<file path="config.mk">
export PLATFORM = sky130hd
export DESIGN_NAME = pis_mul
export DESIGN_NICKNAME = d
export VERILOG_FILES = /design/src/rtl/core/point_in_shape_test_core_macros.svh /design/src/rtl/core/pis_mul.sv
export SDC_FILE = /design/constraint.sdc
export NUM_CORES = 2
export LEC_CHECK = 0
export ABC_CLOCK_PERIOD_IN_PS = 16700
export CORE_MARGIN = 3
export CORE_UTILIZATION = 47
export DETAILED_ROUTE_END_ITERATION = 10
export DONT_BUFFER_PORTS = 1
export GPL_TIMING_DRIVEN = 0
export PLACE_DENSITY_LB_ADDON = 0.08
export SLEW_MARGIN = 5
export SYNTH_ARGS = -nofsm -noshare
export SYNTH_HDL_FRONTEND = slang
export SYNTH_SLANG_ARGS = --single-unit
</file>
<file path="constraint.sdc">
create_clock -name clock -period 16.7 [get_ports clock]
set_input_delay 4.175 -clock clock [delete_from_list [all_inputs] [get_ports clock]]
set_output_delay 4.175 -clock clock [all_outputs]
set_load 0.005 [all_outputs]
</file>
<file path="src/rtl/core/point_in_shape_test_core_macros.svh">
// Assertion macros shared by the point-in-shape test core.
`ifndef POINT_IN_SHAPE_TEST_CORE_MACROS_SVH
`define POINT_IN_SHAPE_TEST_CORE_MACROS_SVH

// Same-cycle implication, disabled while reset is high.
`define PIS_ASSERT_NOW(label, clk, rst, ante, cons, msg) \
   label: assert property (@(posedge clk) disable iff (rst) (ante) |-> (cons)) \
      else $error(msg);

// Next-cycle implication, disabled while reset is high.
`define PIS_ASSERT_NEXT(label, clk, rst, ante, cons, msg) \
   label: assert property (@(posedge clk) disable iff (rst) (ante) |=> (cons)) \
      else $error(msg);

`endif

</file>
<file path="src/rtl/core/pis_mul.sv">
// Two-stage unsigned multiplier built from sliced partial products.
`timescale 1ns / 1ps

module pis_mul #(
   parameter int A_BITS     = 32,
   parameter int B_BITS     = 32,
   parameter int SLICE_BITS = 24
) (
   input  logic                     clock,
   input  logic                     en_part,
   input  logic                     en_sum,
   input  logic [A_BITS-1:0]        a,
   input  logic [B_BITS-1:0]        b,
   output logic [A_BITS+B_BITS-1:0] prod
);

   localparam int NUM_SLICES = (A_BITS + SLICE_BITS - 1) / SLICE_BITS;
   localparam int PAD_BITS   = NUM_SLICES * SLICE_BITS;
   localparam int PP_BITS    = SLICE_BITS + B_BITS;
   localparam int P_BITS     = A_BITS + B_BITS;

   logic [PAD_BITS-1:0] a_pad;
   logic [PP_BITS-1:0]  part_ff [NUM_SLICES];
   logic [P_BITS-1:0]   prod_ff;
   logic [P_BITS-1:0]   prod_in;

   assign a_pad = PAD_BITS'(a);

   // slice products first, weighted sum one stage later
   always_ff @(posedge clock) begin
      if (en_part) begin
         for (int j = 0; j < NUM_SLICES; j++) begin
            part_ff[j] <= PP_BITS'(a_pad[j*SLICE_BITS +: SLICE_BITS]) * PP_BITS'(b);
         end
      end
      if (en_sum) begin
         prod_ff <= prod_in;
      end
   end

   always_comb begin
      prod_in = '0;
      for (int j = 0; j < NUM_SLICES; j++) begin
         prod_in = prod_in + (P_BITS'(part_ff[j]) << (j * SLICE_BITS));
      end
   end

   assign prod = prod_ff;

endmodule

</file>
==> summary.txt <==
Synth
  • Yosys cell types: 61
  • #FFs+latches synth: 160
  • Sequential area share after synthesis: 0.123
  • Mean area per synthesized cell: 9.41 um2
  • Syn nets: around 5300
  • Top FF cell, synth: edfxtp_1
  • Ys Warns: 0
  • EDFF count, synth: 160
  • Mapped Area: slightly below 40000 um2
  • Asr flop ratio synth: 0
  • Gate Count Post-Synth: ~4100

Drt
  • Via/cell ratio: 5.46
  • Via count: 28600
  • DR iter-0 viols: 2398
  • Final antenna-violating net count: 0
  • Residual DRC: 0
  • DR WL/cell: 25.0 um
  • Pre-antenna DRT Iters: 5
  • DRT Wirelength: 131000 um

GRT
  • Vias in the first global route: about 30000
  • GRT Overall Usage: 0.313
  • Pin count of the biggest net entering global routing: between 90 and 100
  • First-pass GRT wire length: 197000 um
  • Initial antenna violation count: 15
  • GR Overflow Total: 0

STA
  • Final Max Tran Viols: 0
  • Fin. Hold Viols: 0
  • Hold WS: roughly 420 ps
  • Clk_skew: about 17 ps
  • Final period utilization: 0.726
  • RSZ-0062 raised after global routing: no
  • TNS Setup: 0 ps
  • Max Freq: roughly 0.082 GHz
  • Post-layout min period: between 10000 and 15000 ps
  • Slew HR: 0.139
  • Final setup vio count: 0
  • Pin slew with the least headroom to its limit: 1290 ps

Floorplanning
  • Die ar.: slightly below 90000 um2
  • IO Pins: approximately 130
  • FP Rows: 104
  • Core Area: 81300 um2
  • Die H: 294 um
  • Initial core utilization: 0.479
  • Die Wd: 294 um

Cells and area
  • Final core area utilization: 0.503
  • Final net count: between 5000 and 6000
  • Most common cell after layout, fill and taps aside: inv_1
  • Filler cell count: 7697
  • Share of cells above drive strength 1: 0.0129
  • Most frequent cells in the layout: inv_1, fa_1, nand2_1, and2_1, ha_1
  • Non-Filler Instances: 5241
  • Area grow syn2layout: 5.05%

Clock network
  • Post-cts sizing count: 0
  • Worst-path clk slew: 60 ps
  • Cell chosen for the clock root: clkbuf_16
  • CTS buffer count: 17
  • Worst-skew pair later-pin latency: approximately 440 ps
  • # hold bufs at CTS: 0
  • CTS H-tree lvls: 4
  • Clock buffer depth: 2
  • TritonCTS clock tree: done
  • Post-CTS setup buffers: 0
  • Num Clock Sinks: 160

Critical path
  • Delay-heaviest family, CP: adder cells
  • Slowest cell on crit path: clkbuf_1
  • Arrival time worst endpoint: between 10000 and 15000 ps
  • Startpoint Class: input port
  • Crit-path max FO: 13
  • Crit-path max cell delay: 920 ps
  • Top cell by count, worst path: fa_1
  • Worst path required time: 16900 ps
  • CP endpoint kind: flip-flop
  • Crit Path Category: input port to flip-flop
  • CP Buf/Inv Count: 5
  • Critical path cell sequence: clkbuf_1, and2_1, fa_1, fa_1, inv_1, fa_1, fa_1, inv_1, fa_1, fa_1, inv_1, fa_1, inv_1, ha_1, nand3_1, nor3_1, nand2_1, a311oi_1, o21ai_1, o31ai_2, a21bo_2, a21o_1, a21oi_1, xnor2_1

Hold path
  • Hold Crit Class: flip-flop to flip-flop

Placed design
  • Gp weighted congestion: 0.978
  • Port-buffer cells: 0
  • Hpwl dp: 108000 um
  • Dpl cells: 5202

Run
  • Max-cap violation count: 0

Run status
  • Status: finished clean
final cells by class:
| type | instances | area (um2) | area share |
|---|---|---|---|
| Multi-Input combinational cell | 2882 | 30000 | 0.734 |
| Sequential cell | 160 | 4800 | 0.117 |
| Inverter | 885 | 3320 | 0.0811 |
| Tap cell | 1060 | 1330 | 0.0324 |
| Buffer | 215 | 812 | 0.0198 |
| Clock buffer | 18 | 429 | 0.0105 |
| Clock inverter | 14 | 196 | 0.00480 |
| Antenna cell | 7 | 17.5 | 0.000428 |
stage by stage:
stage | cell area, um2 | worst slack, ps
floorplan | 39000 | 6170
global placement | 40300 | 4300
detailed placement | 40300 | 4270
CTS | 40900 | 4730
global route | 40900 | 4320
finish | 40900 | 4570
synth_stat cells (all sizes together), types with 2 or more instances:
master	number	share of area
inv	885	0.085
fa	839	0.43
nand2	597	0.057
and2	514	0.083
ha	274	0.088
clkbuf	212	0.020
edfxtp	160	0.12
a21oi	119	0.016
xnor2	82	0.018
a21o	78	0.015
nor2	67	0.0065
o21ai	58	0.0075
xor2	37	0.0083
nand3	20	0.0026
and3	19	0.0030
nand4	19	0.0030
o21bai	18	0.0035
a31oi	15	0.0024
nor2b	14	0.0022
o21a	14	0.0027
a211oi	12	0.0026
nor3	11	0.0014
nand2b	9	0.0014
o211ai	7	0.0013
a211o	5	0.0011
a21boi	4	0.00077
a221o	4	0.0010
a311oi	4	0.0011
and4	4	0.00090
a221oi	3	0.00083
a31o	3	0.00067
a41o	3	0.00077
buf	3	0.00039
o22ai	3	0.00048
o31a	3	0.00090
o31ai	3	0.00083
o41ai	3	0.0011
or2	3	0.00048
nand3b	2	0.00039
nor3b	2	0.00039
or3	2	0.00032
cell families after synthesis:
kind of cell	count (synthesis)	synth area share
AOI/OAI and AO/OA	365	0.0620
adders and majority gates	1113	0.519
and+or+nand+nor	1285	0.163
DFF	160	0.123
buffers and inverters	1100	0.106
xor gates and xnor gates	119	0.0267
final timing paths:
| check | startpoint | slack, ps | endpoint | cells past startpoint |
|---|---|---|---|---|
| worst max-delay path | b[19] | 4570 | part_ff[0][49] | 24 |
| worst max register to register | part_ff[0][30] | 13470 | prod[58] | 11 |
| worst min-delay path | part_ff[0][3] | 420 | prod[3] | 0 |
| worst min register to register | part_ff[0][3] | 420 | prod[3] | 0 |
registers in the layout, indices dropped and copies added, names as in the netlist:
name	count
part_ff	96
prod	64
per-layer routing:
metal | vias to the layer above | part of all wire | track usage
li1 | 12500 | - | -
met2 | 1328 | 0.44 | 0.481
met3 | 209 | 0.099 | 0.0716
met4 | 4 | 0.032 | 0.0882
met5 | - | 0.00023 | 0
met1 | 14600 | 0.43 | 0.446
Power is not shown: default switching activity piles up to over one toggle a cycle in this logic, so the estimate is an artifact.
