File: src/rtl/core/point_in_shape_test_core_macros.svh
// Assertion macros shared by the point-in-shape test core.
`ifndef POINT_IN_SHAPE_TEST_CORE_MACROS_SVH
`define POINT_IN_SHAPE_TEST_CORE_MACROS_SVH

// Same-cycle implication, disabled while reset is high.
`define PIS_ASSERT_NOW(label, clk, rst, ante, cons, msg) \
   label: assert property (@(posedge clk) disable iff (rst) (ante) |-> (cons)) \
      else $error(msg);

// Next-cycle implication, disabled while reset is high.
`define PIS_ASSERT_NEXT(label, clk, rst, ante, cons, msg) \
   label: assert property (@(posedge clk) disable iff (rst) (ante) |=> (cons)) \
      else $error(msg);

`endif

File: src/rtl/core/pis_ctrl.sv
// Valid bits and per-stage load enables of the pipeline.
`timescale 1ns / 1ps

module pis_ctrl #(parameter int NUM_STAGES = 8) (
   input  logic                  clock,
   input  logic                  reset,
   input  logic                  in_valid,
   input  logic                  out_ready,
   output logic                  in_ready,
   output logic                  out_valid,
   output logic [NUM_STAGES-1:0] stage_en,
   output logic [NUM_STAGES-1:0] stage_valid
);

   logic [NUM_STAGES-1:0] valid_ff;
   logic [NUM_STAGES-1:0] valid_in;
   logic [NUM_STAGES-1:0] shifted;

   // a stage loads when it is empty or its item moves on
   always_comb begin
      stage_en[NUM_STAGES-1] = !valid_ff[NUM_STAGES-1] || out_ready;
      for (int i = NUM_STAGES - 2; i >= 0; i--) begin
         stage_en[i] = !valid_ff[i] || stage_en[i+1];
      end
      shifted  = {valid_ff[NUM_STAGES-2:0], in_valid};
      valid_in = (stage_en & shifted) | (~stage_en & valid_ff);
   end

   always_ff @(posedge clock) begin
      if (reset) begin
         valid_ff <= '0;
      end else begin
         valid_ff <= valid_in;
      end
   end

   assign in_ready    = stage_en[0];
   assign out_valid   = valid_ff[NUM_STAGES-1];
   assign stage_valid = valid_ff;

endmodule

File: config.mk
export PLATFORM = sky130hd
export DESIGN_NAME = pis_ctrl
export DESIGN_NICKNAME = d
export VERILOG_FILES = /design/src/rtl/core/point_in_shape_test_core_macros.svh /design/src/rtl/core/pis_ctrl.sv
export SDC_FILE = /design/constraint.sdc
export NUM_CORES = 1
export LEC_CHECK = 0
export BUFFER_PORTS_ARGS = -buffer_cell sky130_fd_sc_hd__buf_2
export CAP_MARGIN = 40
export CORE_AREA = 10 10 47 49
export CTS_CLUSTER_SIZE = 16
export DETAILED_ROUTE_END_ITERATION = 12
export DIE_AREA = 0 0 57 59
export SLEW_MARGIN = 20
export SYNTH_ARGS = -nofsm -noshare
export SYNTH_HDL_FRONTEND = slang
export SYNTH_SLANG_ARGS = --single-unit
export TNS_END_PERCENT = 50
File: constraint.sdc
create_clock -name clock -period 1.15 [get_ports clock]
set_clock_uncertainty 0.05 [all_clocks]
set_input_delay 0.115 -clock clock [delete_from_list [all_inputs] [get_ports clock]]
set_output_delay 0.115 -clock clock [all_outputs]
set_load 0.02 [all_outputs]
==> flow_summary.ini, run 1 <==
[timing]
worst_slew_pin_slew_ps = 202
maxSlewViolCount = 0
fin_crit_ps = 1420
rsz0062_at_grt = true
setup_viol = 9
fin_hold_ws_ps = 57.1
relSlewSlack = 0.865
hold_viol = 0
fin_ws_ps = -269
finalCritPeriodShare = 1.23
max_freq_ghz = 0.705

[logic_synthesis]
synth_simple_gate_area_share = 0.290
avgSynthCellArea_um2 = 9.08
synth-seq-area-share = 0.452
synth_compound_area_frac = 0.117
synth_mux_area_frac = 0
ys_ff_latch = 8
yosys_warnings = 0
synth_top_family_by_area = simple AND/OR/NAND/NOR gates
synth.distinct_cells = 14
synth_nets = 43
syn_inst = 39
synth_fa_ha_area_frac = 0
syn_area_um2 = 354
synthXorXnorAreaFrac = 0

[cts]
ctsHoldBuffers = 0
cts_buffers = 3
cts_sinks = 8
cts_tree = built
cts.path.max_buffers = 2
htreeDepth = 1
root_buffer = clkbuf_4
cts.clk_slew.worst_paths_ps = 60
clk-insertion-delay-late_ps = 260

[critical_path]
cp.arrival_ps = 1250
cp-start-kind = register
end_kind = output port
path_max_fanout = 8
crit_required_ps = 990
critical_path_class = reg2out

[cells_and_area]
final_cell_mix = buf_2 (17), nor2_1 (7), inv_1 (5), buf_6 (5)
final_common_cell = buf_2
finalNetCount = 70
area_growth_pct = 59.4
utilization = 0.403
diodes = 0
drive_gt1_frac = 0.662

[flow_run]
drv_cap = 0

[power_and_ir_drop]
peakVddDrop_uv = 452
leakage_nw = 0.259
pwr_density_cell_mw_per_mm2 = 975

[status]
status = complete, but fails checks
violations = negative setup slack

[drt]
routedWlPerCell_um = 12.4
viasPerCell = 4.43
drc_errors = 0
wl_mm = 1.00
drtAntennaViolNets = 0
drt_iter0_drc = 3
num_vias = 359
firstDrtPassIters = 3

[worst_hold_path]
hold_path.class = in2reg
hp-start = in_valid

[floorplan]
die_y_um = 59
coreArea_mm2 = 0.00140
io_pins = 22
initial_utilization = 0.253
die_x_um = 57
rows = 14
die_area_mm2 = 0.00336

[global_route]
grt_pass1_wl_mm = 1.59
antenna_found_initial = 0
track_usage = 0.0603
gr-total-overflow = 0
grt_pass1_vias = 357
grt_start_max_net_pins = 10

[place]
portBuffers = 21
dp_hpwl_um = 735
place_congestion = 0.690
==> area by class of cell <==
class	count	area, µm²
fill	156	837
tap	16	20.0
sequential	8	174
clock buffer	4	26.3
inverter	5	18.8
multi-input combinational	22	154
timing repair buffer	26	171
==> cells by family (layout without fill, tap and decap cells) <==
family,count (synthesis),count (layout)
and+or+nand+nor,16,16
DFF,8,8
AOI/OAI and AO/OA,6,6
buffers and inverters,9,35
==> worst max-delay path, cell delays in order (launching register included) <==
cell and delay, ps:
dfxtp_4 340, and4b_1 220, buf_6 150, nand4_4 130, buf_6 160
==> metal layers <==
layer	share of wire	global-route usage	wire length, µm	up-vias
li1	-	-	-	174
met4	0.016	0.0403	16	0
met3	0.16	0.0494	158	2
met1	0.42	0.0671	423	161
met2	0.40	0.0744	402	22
met5	0	0	0	-
==> through the flow <==
stage	instance area, µm²	TNS, ps	instances	power [mW]	setup slack [ps]
floorplan	375	-88.6	39	0.308	-78.2
global placement	495	0	76	0.321	0.932
detailed placement	495	0	76	0.321	12.8
CTS	528	-1850	80	0.566	-278
global route	564	-2360	81	0.590	-328
finish	564	-1730	81	0.550	-269
==> power breakdown <==
group	total (mW)	switching, mW	internal (mW)
sequential	0.283	0.00629	0.276
combinational	0.0328	0.0204	0.0124
clock	0.235	0.102	0.133
==> synthesized netlist by cell type <==
master	instances	area, µm²
dfxtp_1	8	160
nor2_1	7	26.3
nor2b_1	1	6.26
inv_1	5	18.8
and4b_1	1	10.0
nand3_2	2	20.0
buf_4	2	15.0
a21oi_2	3	26.3
clkbuf_2	1	5.00
buf_6	1	11.3
a21oi_1	3	15.0
nand2_1	3	11.3
and3_2	1	7.51
nand4_4	1	21.3
==> path summary, 6_finish.rpt <==
kind | to | depth (start not counted) | slack [ps]
setup / recovery | stage_en[0] | 4 | -270
hold / removal | register | 3 | 60
setup reg to reg | register | 5 | 10
hold reg to reg | register | 2 | 430
==> timing repair <==
| item | CTS | global route |
|---|---|---|
| gates cloned | 0 | 0 |
| resized for setup | 2 | 9 |
| pin swaps | 0 | 2 |
| setup buffers | 0 | 1 |
| setup endpoints to repair | 9 | 9 |
Note: power is estimated with default switching activity, not from simulation.
==> inputs of run 2 (changes only) <==
==> constraint.sdc (replaced) <==
create_clock -name clock -period 1.15 [get_ports clock]
set_clock_uncertainty 0.05 [all_clocks]
set_input_delay 0.0575 -clock clock [delete_from_list [all_inputs] [get_ports clock]]
set_output_delay 0.0575 -clock clock [all_outputs]
set_load 0.02 [all_outputs]
==> flow_summary.ini, run 2 (synthesized netlist as in run 1, its figures left out) <==
[floorplan]
die_y_um = 59
rows = 14
initial_utilization = 0.253
io_pins = 22
coreArea_mm2 = 0.00140
die_x_um = 57
die_area_mm2 = 0.00336

[cts]
cts_buffers = 3
cts_tree = built
cts.path.max_buffers = 2
root_buffer = clkbuf_4
clk-insertion-delay-late_ps = 260
cts_sinks = 8
htreeDepth = 1
cts.clk_slew.worst_paths_ps = 60

[power_and_ir_drop]
leakage_nw = 0.274
pwr_density_cell_mw_per_mm2 = 932
p_total_mw = 0.551
peakVddDrop_uv = 496

[cells_and_area]
n_fill_cell = 145
area_growth_pct = 66.8
finalNetCount = 72
finalInstanceArea_um2 = 591
drive_gt1_frac = 0.642
final_cell_mix = buf_2 (15), nor2_1 (7), buf_6 (7)
final_common_cell = buf_2
seq_area_um2 = 174
diodes = 0
utilization = 0.421
multi_input_area_um2 = 150

[drt]
num_vias = 351
routedWlPerCell_um = 12.3
drc_errors = 0
drt_iter0_drc = 3
firstDrtPassIters = 2
drtAntennaViolNets = 0
viasPerCell = 4.23
wl_mm = 1.02

[timing]
hold_viol = 0
maxSlewViolCount = 0
rsz0062_at_grt = true
worst_slew_pin_slew_ps = 203
finalCritPeriodShare = 1.17
setup_viol = 10
fin_ws_ps = -195
max_freq_ghz = 0.743
relSlewSlack = 0.865
fin_tns_setup_ps = -1240
fin_crit_ps = 1350

[critical_path]
cp-start-kind = register
r2r_slack_ps = -60
r2r_cells = 5
critical_path_class = reg2out
path_max_fanout = 8
cp.arrival_ps = 1240
crit_required_ps = 1040
end_kind = output port

[global_route]
grt_pass1_wl_mm = 1.68
grt_start_max_net_pins = 9
antenna_found_initial = 0
track_usage = 0.0637
grt_pass1_vias = 391
gr-total-overflow = 0

[worst_hold_path]
hp-start = reset
hold_path.class = in2reg
whs_path_depth = 2

[place]
dpl-instance-area_um2 = 473
portBuffers = 21
dp_hpwl_um = 699
dp_slack_ps = 36.7
place_congestion = 0.711

[flow_run]
drv_cap = 0

[status]
violations = negative setup slack
status = complete, but fails checks
run 2: changes by cell type in the layout (fill, tap and decap cells not counted):
cell | previous run | this run
a21oi_1 | 2 | 3
buf_2 | 17 | 15
dlygate4sd3_1 | 0 | 1
a21oi_2 | 4 | 3
buf_6 | 5 | 7
buf_4 | 4 | 5
run 2: per-stage QoR:
step | hold slack (ps) | std cells
3_5_place_dp | 260 | 73
4_1_cts | 25.7 | 83
6_report | 26.5 | 83
5_1_grt | 35.5 | 83
2_1_floorplan | 144 | 39
3_3_place_gp | 255 | 73
run 2: final cells by class:
| class | count | area share |
|---|---|---|
| Clock buffer | 4 | 0.0445 |
| Inverter | 5 | 0.0318 |
| Multi-Input combinational cell | 22 | 0.254 |
| Sequential cell | 8 | 0.294 |
| Tap cell | 16 | 0.0339 |
| Timing Repair Buffer | 28 | 0.341 |
run 2: worst max-delay path by stage:
stage,slack (ps),depth (start not counted),end,start
6_report,-200,4,in_ready,register
3_3_place_gp,40,4,in_ready,register
2_1_floorplan,-20,4,stage_en[0],register
3_5_place_dp,40,4,in_ready,register
5_1_grt,-260,4,in_ready,register
4_1_cts,-210,4,in_ready,register
run 2: layer usage:
layer | up-vias | wire length, µm | global-route usage
li1 | 180 | - | -
met1 | 152 | 445 | 0.0695
met2 | 19 | 430 | 0.0822
met3 | 0 | 146 | 0.0451
met4 | 0 | 0 | 0.0503
met5 | - | 0 | 0
run 2: timing repair:
action | CTS | global route
endpoints found under the setup margin | 9 | 12
resized for setup | 10 | 4
pin swaps | 1 | 1
hold buffers | 1 | 0
hold endpoints to repair | 1 | 0
buffers inserted | 5 | 0
run 2: critical path, stage by stage, from the launching register on:
cell and delay [ps]:
dfxtp_4 340, and4b_1 220, buf_6 150, nand4_4 120, buf_6 160
run 2: power breakdown:
group,total (mW),internal [mW],switching [mW]
logic,0.0348,0.0143,0.0204
clock network,0.233,0.133,0.100
registers,0.283,0.276,0.00669
total,0.551,0.424,0.127
